===== config.mk =====
export PLATFORM = sky130hd
export DESIGN_NAME = multi_client_timeout_scheduler_unit
export DESIGN_NICKNAME = d
export VERILOG_FILES = /design/src/rtl/mcts_pkg.sv /design/src/rtl/mcts_ram.sv /design/src/rtl/mcts_alu.sv /design/src/rtl/multi_client_timeout_scheduler_unit.sv
export SDC_FILE = /design/constraint.sdc
export NUM_CORES = 1
export LEC_CHECK = 0
export BUFFER_PORTS_ARGS = -buffer_cell sky130_fd_sc_hd__buf_2
export CORE_ASPECT_RATIO = 1.25
export CORE_MARGIN = 5
export CORE_UTILIZATION = 25
export DETAILED_ROUTE_END_ITERATION = 12
export HOLD_SLACK_MARGIN = 0.08
export SYNTH_ARGS = -nofsm -noshare
export SYNTH_HDL_FRONTEND = slang
export SYNTH_SLANG_ARGS = --single-unit

===== constraint.sdc =====
create_clock -name clk -period 23.4 [get_ports clk]
set_input_delay 3.51 -clock clk [delete_from_list [all_inputs] [get_ports clk]]
set_output_delay 3.51 -clock clk [all_outputs]
set_load 0.1 [all_outputs]

===== src/rtl/mcts_pkg.sv =====
package mcts_pkg;

  localparam int TICK_W = 64;
  localparam int TIME_W = 61;
  localparam int CHAN_W = 3;
  localparam int DELAY_W = 32;
  localparam int KIND_W = 2;

  localparam int DEF_CHANNELS = 6;
  localparam int DEF_TICKS_PER_US = 12;

  localparam logic [KIND_W-1:0] KIND_TICK = 2'd0;
  localparam logic [KIND_W-1:0] KIND_QUERY = 2'd1;
  localparam logic [KIND_W-1:0] KIND_SET = 2'd2;

  localparam logic [KIND_W-1:0] REPLY_TIME = 2'd0;
  localparam logic [KIND_W-1:0] REPLY_ACK = 2'd1;
  localparam logic [KIND_W-1:0] REPLY_EXPIRY = 2'd2;

  typedef enum logic [2:0] {
    ST_IDLE,
    ST_INC,
    ST_SCAN,
    ST_FLUSH,
    ST_ADD
  } state_t;

  typedef enum logic {
    ALU_ADD,
    ALU_SUB
  } alu_op_t;

endpackage


===== src/rtl/mcts_ram.sv =====
module mcts_ram #(
  parameter int WIDTH = 64,
  parameter int DEPTH = 6
) (
  input  logic                                  clk,
  input  logic                                  we,
  input  logic [(DEPTH > 1 ? $clog2(DEPTH) : 1)-1:0] waddr,
  input  logic [WIDTH-1:0]                      wdata,
  input  logic [(DEPTH > 1 ? $clog2(DEPTH) : 1)-1:0] raddr,
  output logic [WIDTH-1:0]                      rdata
);

  logic [WIDTH-1:0] mem [DEPTH];

  always_ff @(posedge clk) begin
    if (we) begin
      mem[waddr] <= wdata;
    end
    rdata <= mem[raddr];
  end

endmodule


===== src/rtl/mcts_alu.sv =====
module mcts_alu (
  input  mcts_pkg::alu_op_t               op,
  input  logic [mcts_pkg::TICK_W-1:0]     a,
  input  logic [mcts_pkg::TICK_W-1:0]     b,
  output logic [mcts_pkg::TICK_W-1:0]     res,
  output logic                            carry
);

  logic [mcts_pkg::TICK_W:0] sum;
  logic [mcts_pkg::TICK_W-1:0] b_eff;

  // For a subtraction the carry out is set when a is not below b.
  assign b_eff = (op == mcts_pkg::ALU_SUB) ? ~b : b;
  assign sum = {1'b0, a} + {1'b0, b_eff} + (mcts_pkg::TICK_W + 1)'(op == mcts_pkg::ALU_SUB);
  assign res = sum[mcts_pkg::TICK_W-1:0];
  assign carry = sum[mcts_pkg::TICK_W];

endmodule


===== src/rtl/multi_client_timeout_scheduler_unit.sv =====
// Timeout scheduler for several client channels around a 64-bit tick counter.
// A command word is taken when start is high and busy is low; kind selects a
// counter tick, a time query or a set request for one channel.
// Every reply word appears for one cycle with reply_valid high, and last marks
// the final word caused by a command. The receiver cannot stall the block.
// A tick holds busy high while it advances the counter, then reads the
// deadline memory and compares one channel at a time in the shared adder,
// and at last sends the held final expiry notice and steps the microsecond
// count. No new word is taken until a tick is through. A tick that expires
// nothing gives no reply.
// A time query leaves busy low; its reply comes in the cycle after it is
// taken, from a microsecond count that is kept beside the tick counter.
// A set request holds busy high in the add state: the delay is scaled by a
// constant multiplier on acceptance, then added to the counter and written to
// the deadline memory, and the acknowledge comes in the cycle after.
// Unknown commands and set requests for channels that do not exist are
// dropped without a reply. Reset clears the counter, the microsecond count,
// all armed flags and the reply strobe; the deadline memory needs no clearing.
module multi_client_timeout_scheduler_unit #(
  parameter int CHANNELS = mcts_pkg::DEF_CHANNELS,
  parameter int TICKS_PER_US = mcts_pkg::DEF_TICKS_PER_US
) (
  input  logic                            clk,
  input  logic                            rst,
  input  logic                            start,
  output logic                            busy,
  input  logic [mcts_pkg::KIND_W-1:0]     kind,
  input  logic [mcts_pkg::CHAN_W-1:0]     channel,
  input  logic [mcts_pkg::DELAY_W-1:0]    delay_us,
  output logic                            reply_valid,
  output logic [mcts_pkg::KIND_W-1:0]     reply_kind,
  output logic [mcts_pkg::TIME_W-1:0]     time_us,
  output logic [mcts_pkg::CHAN_W-1:0]     notify_channel,
  output logic                            last
);

  localparam int CW = (CHANNELS > 1) ? $clog2(CHANNELS) : 1;
  localparam int RW = $clog2(TICKS_PER_US) + 1;
  localparam int PW = mcts_pkg::DELAY_W + $clog2(TICKS_PER_US + 1);
  localparam int TW = mcts_pkg::TICK_W;

  mcts_pkg::state_t state, state_next;

  logic [TW-1:0]                   tick_count, tick_next;
  logic [mcts_pkg::TIME_W-1:0]     us_count, us_next;
  logic [RW-1:0]                   frac, frac_next;
  logic                            us_step, us_step_next;
  logic [CHANNELS-1:0]             armed, armed_next;
  logic                            hold_valid, hold_valid_next;
  logic [CW-1:0]                   hold_chan, hold_chan_next;
  logic [CW-1:0]                   idx, idx_next;
  logic [PW-1:0]                   prod, prod_next;
  logic [mcts_pkg::CHAN_W-1:0]     set_chan, set_chan_next;

  logic                            valid_next;
  logic [mcts_pkg::KIND_W-1:0]     rkind_next;
  logic [mcts_pkg::TIME_W-1:0]     time_next;
  logic [mcts_pkg::CHAN_W-1:0]     nchan_next;
  logic                            last_next;

  mcts_pkg::alu_op_t               alu_op;
  logic [TW-1:0]                   alu_a, alu_b, alu_res;
  logic                            alu_carry;

  logic                            we;
  logic [CW-1:0]                   rd_addr;
  logic [TW-1:0]                   rdata;

  mcts_alu u_alu (
    .op    (alu_op),
    .a     (alu_a),
    .b     (alu_b),
    .res   (alu_res),
    .carry (alu_carry)
  );

  mcts_ram #(
    .WIDTH (TW),
    .DEPTH (CHANNELS)
  ) u_deadline (
    .clk   (clk),
    .we    (we),
    .waddr (CW'(set_chan)),
    .wdata (alu_res),
    .raddr (rd_addr),
    .rdata (rdata)
  );

  assign busy = (state != mcts_pkg::ST_IDLE);

  always_comb begin
    state_next = state;
    tick_next = tick_count;
    us_next = us_count;
    frac_next = frac;
    us_step_next = us_step;
    armed_next = armed;
    hold_valid_next = hold_valid;
    hold_chan_next = hold_chan;
    idx_next = idx;
    prod_next = prod;
    set_chan_next = set_chan;
    alu_op = mcts_pkg::ALU_SUB;
    alu_a = tick_count;
    alu_b = rdata;
    rd_addr = idx + CW'(1);
    we = 1'b0;
    valid_next = 1'b0;
    rkind_next = mcts_pkg::REPLY_TIME;
    time_next = '0;
    nchan_next = '0;
    last_next = 1'b0;
    unique case (state)
      mcts_pkg::ST_IDLE: begin
        if (start) begin
          unique case (kind)
            mcts_pkg::KIND_TICK: begin
              state_next = mcts_pkg::ST_INC;
            end
            mcts_pkg::KIND_QUERY: begin
              valid_next = 1'b1;
              rkind_next = mcts_pkg::REPLY_TIME;
              time_next = us_count;
              last_next = 1'b1;
            end
            mcts_pkg::KIND_SET: begin
              if (32'(channel) < CHANNELS) begin
                prod_next = PW'(delay_us) * PW'(TICKS_PER_US);
                set_chan_next = channel;
                state_next = mcts_pkg::ST_ADD;
              end
            end
            default: begin
            end
          endcase
        end
      end
      mcts_pkg::ST_INC: begin
        alu_op = mcts_pkg::ALU_ADD;
        alu_b = TW'(1);
        tick_next = alu_res;
        // When the counter wraps to zero the microsecond count restarts too.
        if (alu_carry) begin
          us_next = '0;
          frac_next = '0;
          us_step_next = 1'b0;
        end else if (frac == RW'(TICKS_PER_US - 1)) begin
          frac_next = '0;
          us_step_next = 1'b1;
        end else begin
          frac_next = frac + RW'(1);
          us_step_next = 1'b0;
        end
        idx_next = '0;
        hold_valid_next = 1'b0;
        rd_addr = '0;
        state_next = mcts_pkg::ST_SCAN;
      end
      mcts_pkg::ST_SCAN: begin
        // An expiry is held back one hit so the final one can carry last.
        if (armed[idx] && alu_carry) begin
          armed_next[idx] = 1'b0;
          if (hold_valid) begin
            valid_next = 1'b1;
            rkind_next = mcts_pkg::REPLY_EXPIRY;
            nchan_next = mcts_pkg::CHAN_W'(hold_chan);
          end
          hold_chan_next = idx;
          hold_valid_next = 1'b1;
        end
        if (idx == CW'(CHANNELS - 1)) begin
          state_next = mcts_pkg::ST_FLUSH;
        end else begin
          idx_next = idx + CW'(1);
        end
      end
      mcts_pkg::ST_FLUSH: begin
        alu_op = mcts_pkg::ALU_ADD;
        alu_a = TW'(us_count);
        alu_b = TW'(us_step);
        us_next = alu_res[mcts_pkg::TIME_W-1:0];
        if (hold_valid) begin
          valid_next = 1'b1;
          rkind_next = mcts_pkg::REPLY_EXPIRY;
          nchan_next = mcts_pkg::CHAN_W'(hold_chan);
          last_next = 1'b1;
        end
        hold_valid_next = 1'b0;
        state_next = mcts_pkg::ST_IDLE;
      end
      mcts_pkg::ST_ADD: begin
        alu_op = mcts_pkg::ALU_ADD;
        alu_b = TW'(prod);
        we = 1'b1;
        armed_next[CW'(set_chan)] = 1'b1;
        valid_next = 1'b1;
        rkind_next = mcts_pkg::REPLY_ACK;
        nchan_next = set_chan;
        last_next = 1'b1;
        state_next = mcts_pkg::ST_IDLE;
      end
      default: begin
        state_next = mcts_pkg::ST_IDLE;
      end
    endcase
  end

  always_ff @(posedge clk) begin
    if (rst) begin
      state <= mcts_pkg::ST_IDLE;
      tick_count <= '0;
      us_count <= '0;
      frac <= '0;
      us_step <= 1'b0;
      armed <= '0;
      hold_valid <= 1'b0;
      reply_valid <= 1'b0;
    end else begin
      state <= state_next;
      tick_count <= tick_next;
      us_count <= us_next;
      frac <= frac_next;
      us_step <= us_step_next;
      armed <= armed_next;
      hold_valid <= hold_valid_next;
      reply_valid <= valid_next;
    end
  end

  always_ff @(posedge clk) begin
    hold_chan <= hold_chan_next;
    idx <= idx_next;
    prod <= prod_next;
    set_chan <= set_chan_next;
    reply_kind <= rkind_next;
    time_us <= time_next;
    notify_channel <= nchan_next;
    last <= last_next;
  end

  a_last_ends_command: assert property (@(posedge clk) disable iff (rst)
    reply_valid && last |-> state == mcts_pkg::ST_IDLE)
    else $error("final reply word while a command is still running");

  a_mid_word_from_scan: assert property (@(posedge clk) disable iff (rst)
    reply_valid && !last |-> state == mcts_pkg::ST_SCAN || state == mcts_pkg::ST_FLUSH)
    else $error("non-final reply word outside a tick scan");

  a_expiry_no_time: assert property (@(posedge clk) disable iff (rst)
    reply_valid && reply_kind == mcts_pkg::REPLY_EXPIRY |-> time_us == '0)
    else $error("expiry notice carries a time value");

  a_ack_after_add: assert property (@(posedge clk) disable iff (rst)
    reply_valid && reply_kind == mcts_pkg::REPLY_ACK |-> $past(state == mcts_pkg::ST_ADD))
    else $error("acknowledge word without a deadline write");

endmodule


==> results.md <==
| Quantity | Value | Unit |
|---|---|---|
| Post-CTS clock slew at the launch and capture registers of the worst setup and hold paths | 60 | ps |
| Drt initial violations | 1470 | - |
| Final GP Congestion | 0.8494 | - |
| Final Max Slew Viols | 0 | - |
| Total of cells resized after clock tree synthesis | 0 | - |
| Crit path arrival time | 6800 | ps |
| Post-route minimum period | 6421 | ps |
| Input/output buffers | 108 | - |
| Share of layout cells above drive strength 1 | 0.1509 | - |
| Seq/Total Area, Yosys | 0.5975 | - |
| Maximum clock insertion buffer count | 3 | - |
| Final Hold Viols | 0 | - |
| Fraction of registers with async set or reset after synthesis | 0 | - |
| Top-Level Pins | 109 | - |
| Total power after layout | 2.923 | mW |
| Worst setup path endpoint | prod[33] | - |
| Post-layout nets | 2872 | - |
| Signed area change from the synthesized netlist to the final layout | 16.08 | % |
| Number of antenna violations at the first check in global routing | 3 | - |
| Number of enable-type register cells in the synthesized netlist | 427 | - |
| Syn avg cell area | 11.47 | µm² |
| Source of the worst register-to-register timing path | state[2] | - |
| Setup bufs post-CTS | 0 | - |
| Post-detailed-route via-to-cell ratio | 4.812 | - |
| Initial core utilization | 0.2516 | - |
| Series of cell instances along the critical path | buf_2, ha_1, inv_1, fa_1, nor2b_1, o21ai_0, a21boi_1, o2111ai_1, a31oi_1, o211ai_1, a21oi_1, o21ai_1, a21oi_1, mux2i_1, a2111oi_0 | - |
| Number of cells on the worst hold path | 2 | - |
| Cell area power density | 82.28 | nW/µm² |
| Normalized max-slew margin | 0.2370 | - |
| R2r setup slk | 17440 | ps |
| Inserted Diodes | 0 | - |
| Worst VDD drop | 0.05103 | mV |
| Peak Freq | 0.1557 | GHz |
| Antenna viol nets, final | 0 | - |
| Number of nets in the synthesized netlist | 2810 | - |
| Placement-stage worst setup slack | 16360 | ps |
| Worst stage delay on the critical path | 420 | ps |
| Die footprint | 129600 | µm² |
| Final setup violating endpoints | 0 | - |
| Yosys warning total | 0 | - |
| Status | completed | - |
| Synth cell types | 76 | - |
| Number of synthesized register bits | 700 | - |
| Router iterations before antenna repair | 5 | - |
| Remaining global-route overflow | 0 | - |
| Total Wirelength | 85030 | µm |
| Hold-fix buffers at CTS | 0 | - |
| CTS tree | built | - |
| Cell row count | 143 | - |
| Worst R2R End | us_count[59] | - |
| Total CTS buffers | 78 | - |
| Critical path origin | delay_us[0] | - |
| Leak pwr | 12.92 | nW |
| Kind of critical path | input pin to flip-flop | - |
| Gr usage total | 0.1269 | - |
| Die Height | 401.2 | µm |
| Master of the slowest instance on the critical path | sky130_fd_sc_hd__a2111oi_0 | - |
| Post-detailed-route wirelength per cell | 19.36 | µm |
| Final Worst Setup Slack | 16980 | ps |
| RSZ-0062 raised after global routing | false | - |
| Die Wd | 323.0 | µm |
| Worst-case reg-to-reg path depth | 17 | - |
| Placeable core area | 121700 | µm² |
| Global-route track usage on met2 | 0.2045 | - |
| Most common cell on crit path | sky130_fd_sc_hd__a21oi_1 | - |
| Final setup TNS | 0 | ps |
| Cell Area, Synth | 30610 | µm² |
| DRC violation count after routing | 0 | - |
| Final critical-path share of the clock period | 0.2744 | - |
| Clock Latency Late Sink | 650 | ps |
| CTS H-tree depth | 3 | - |
| Class of the tightest hold or removal check | flip-flop to flip-flop | - |
| Grt met1 use | 0.1794 | - |
| Number of global-route vias before repair | 20752 | - |
| CTS sink cnt | 700 | - |
| Max cap viols | 0 | - |
| Startpoint types | input pin | - |
| Dominant synthesized flop cell | sky130_fd_sc_hd__edfxtp_1 | - |
| Maximum number of pins on one net before global-route repair | 83 | - |
| Detail Placement HPWL | 52690 | µm |
| Cells after synthesis | 2669 | - |
| Clock Tree Root | sky130_fd_sc_hd__clkbuf_16 | - |
| Data required time of the critical path | 23780 | ps |
| Via count | 21128 | - |
| Global-route wire length before repair | 128100 | µm |
| Tightest Pin Transition | 1142 | ps |
| Critical path peak fanout | 4 | - |
| Layer with the highest usage | met2 | - |
| Met3 track demand over resource | 0.02015 | - |
| Final Skew | 37.62 | ps |
| Worst Setup End Kind | flip-flop | - |
-- report_power, final --
part / total, mW / internal, mW / switching [mW] / leakage, nW
logic: 0.300 / 0.0947 / 0.205 / 5.56
clock network: 1.25 / 0.736 / 0.515 / 1.28
registers: 1.37 / 1.36 / 0.00820 / 6.08
total: 2.92 / 2.20 / 0.728 / 12.9
-- cell usage in the layout (no fill, tap or decap), drive strengths merged, types with 67 or more instances in the layout --
cell type / netlist / final
buf: 32 / 141
nand2: 345 / 345
xnor2: 68 / 68
dfxtp: 273 / 273
o21ai: 204 / 204
and2: 67 / 67
mux2: 125 / 125
nand3: 89 / 89
nor2: 109 / 109
ha: 99 / 99
clkbuf: 127 / 114
edfxtp: 427 / 427
a21oi: 167 / 167
-- worst min-delay path by stage --
stage / from / end / slack, ps
2_1_floorplan: idx[2] / hold_chan[2] / 420
3_3_place_gp: tick_count[3] / tick_count[3] / 440
3_5_place_dp: tick_count[12] / tick_count[12] / 440
4_1_cts: tick_count[12] / tick_count[12] / 450
5_1_grt: tick_count[39] / tick_count[39] / 470
6_report: tick_count[12] / tick_count[12] / 450
-- through the flow --
stage	hold WS [ps]	utilization	std cells	instance area (µm²)
2_1_floorplan	424.4	-	2669	30610
6_report	450.9	0.2920	4391	35530
3_5_place_dp	443.9	0.2703	4246	32890
5_1_grt	466.1	0.2920	4391	35530
3_3_place_gp	438.8	0.2703	4246	32890
4_1_cts	452.2	0.2920	4391	35530
-- state kept, by name, indices dropped and copies added, names as in the netlist, 2 cells and up --
name	count
u_deadline.mem	384
tick_count	64
u_deadline.rdata	64
time_us	61
us_count	61
prod	34
armed	6
frac	5
hold_chan	3
idx	3
notify_channel	3
set_chan	3
state	3
reply_kind	2
-- cell usage after synthesis (all sizes together), types with 6 or more instances --
| cell | count | area share |
|---|---|---|
| a211oi | 15 | 0.0037 |
| a21o | 52 | 0.013 |
| a21oi | 167 | 0.028 |
| a22o | 55 | 0.016 |
| a31oi | 21 | 0.0045 |
| and2 | 67 | 0.014 |
| and3 | 9 | 0.0018 |
| buf | 32 | 0.0053 |
| clkbuf | 127 | 0.016 |
| dfxtp | 273 | 0.18 |
| edfxtp | 427 | 0.42 |
| ha | 99 | 0.040 |
| inv | 47 | 0.0058 |
| mux2 | 125 | 0.046 |
| nand2 | 345 | 0.042 |
| nand2b | 17 | 0.0035 |
| nand3 | 89 | 0.015 |
| nand4 | 26 | 0.0053 |
| nor2 | 109 | 0.013 |
| nor2b | 17 | 0.0035 |
| nor3 | 28 | 0.0047 |
| o211ai | 6 | 0.0015 |
| o21a | 18 | 0.0049 |
| o21ai | 204 | 0.033 |
| o21bai | 16 | 0.0039 |
| o221ai | 66 | 0.019 |
| o31ai | 40 | 0.010 |
| or3 | 9 | 0.0018 |
| xnor2 | 68 | 0.019 |
| xor2 | 22 | 0.0063 |
-- layout make-up --
type | count | area, µm²
fill | 12446 | 86140
sequential | 700 | 18290
multi-input combinational | 1762 | 11630
clock buffer | 114 | 2263
tap | 1595 | 1996
timing repair buffer | 141 | 788.3
clock inverter | 31 | 377.9
inverter | 48 | 180.2
-- routing by layer --
| layer | share of wire | up-vias |
|---|---|---|
| li1 | - | 9993 |
| met2 | 0.46 | 621 |
| met4 | 0.017 | 0 |
| met5 | 0 | - |
| met3 | 0.062 | 89 |
| met1 | 0.46 | 10425 |
-- worst max-delay path, delay by kind of cell --
family | cells | cell delay, ps
and+or+nand+nor | 1 | 120
AOI/OAI and AO/OA | 9 | 2320
adders and majority gates | 2 | 560
buffers and inverters | 2 | 160
muxes | 1 | 140
-- cell families (layout without fill, tap and decap cells) --
family / after synthesis / count (layout) / share of synthesized area
muxes: 130 / 130 / 0.04763
and+or+nand+nor: 745 / 745 / 0.1121
DFF: 700 / 700 / 0.5975
buffers and inverters: 207 / 334 / 0.02678
xor gates and xnor gates: 90 / 90 / 0.02576
AOI/OAI and AO/OA: 696 / 696 / 0.1484
adders and majority gates: 101 / 101 / 0.04178
Note: power is estimated with default switching activity, not from simulation.
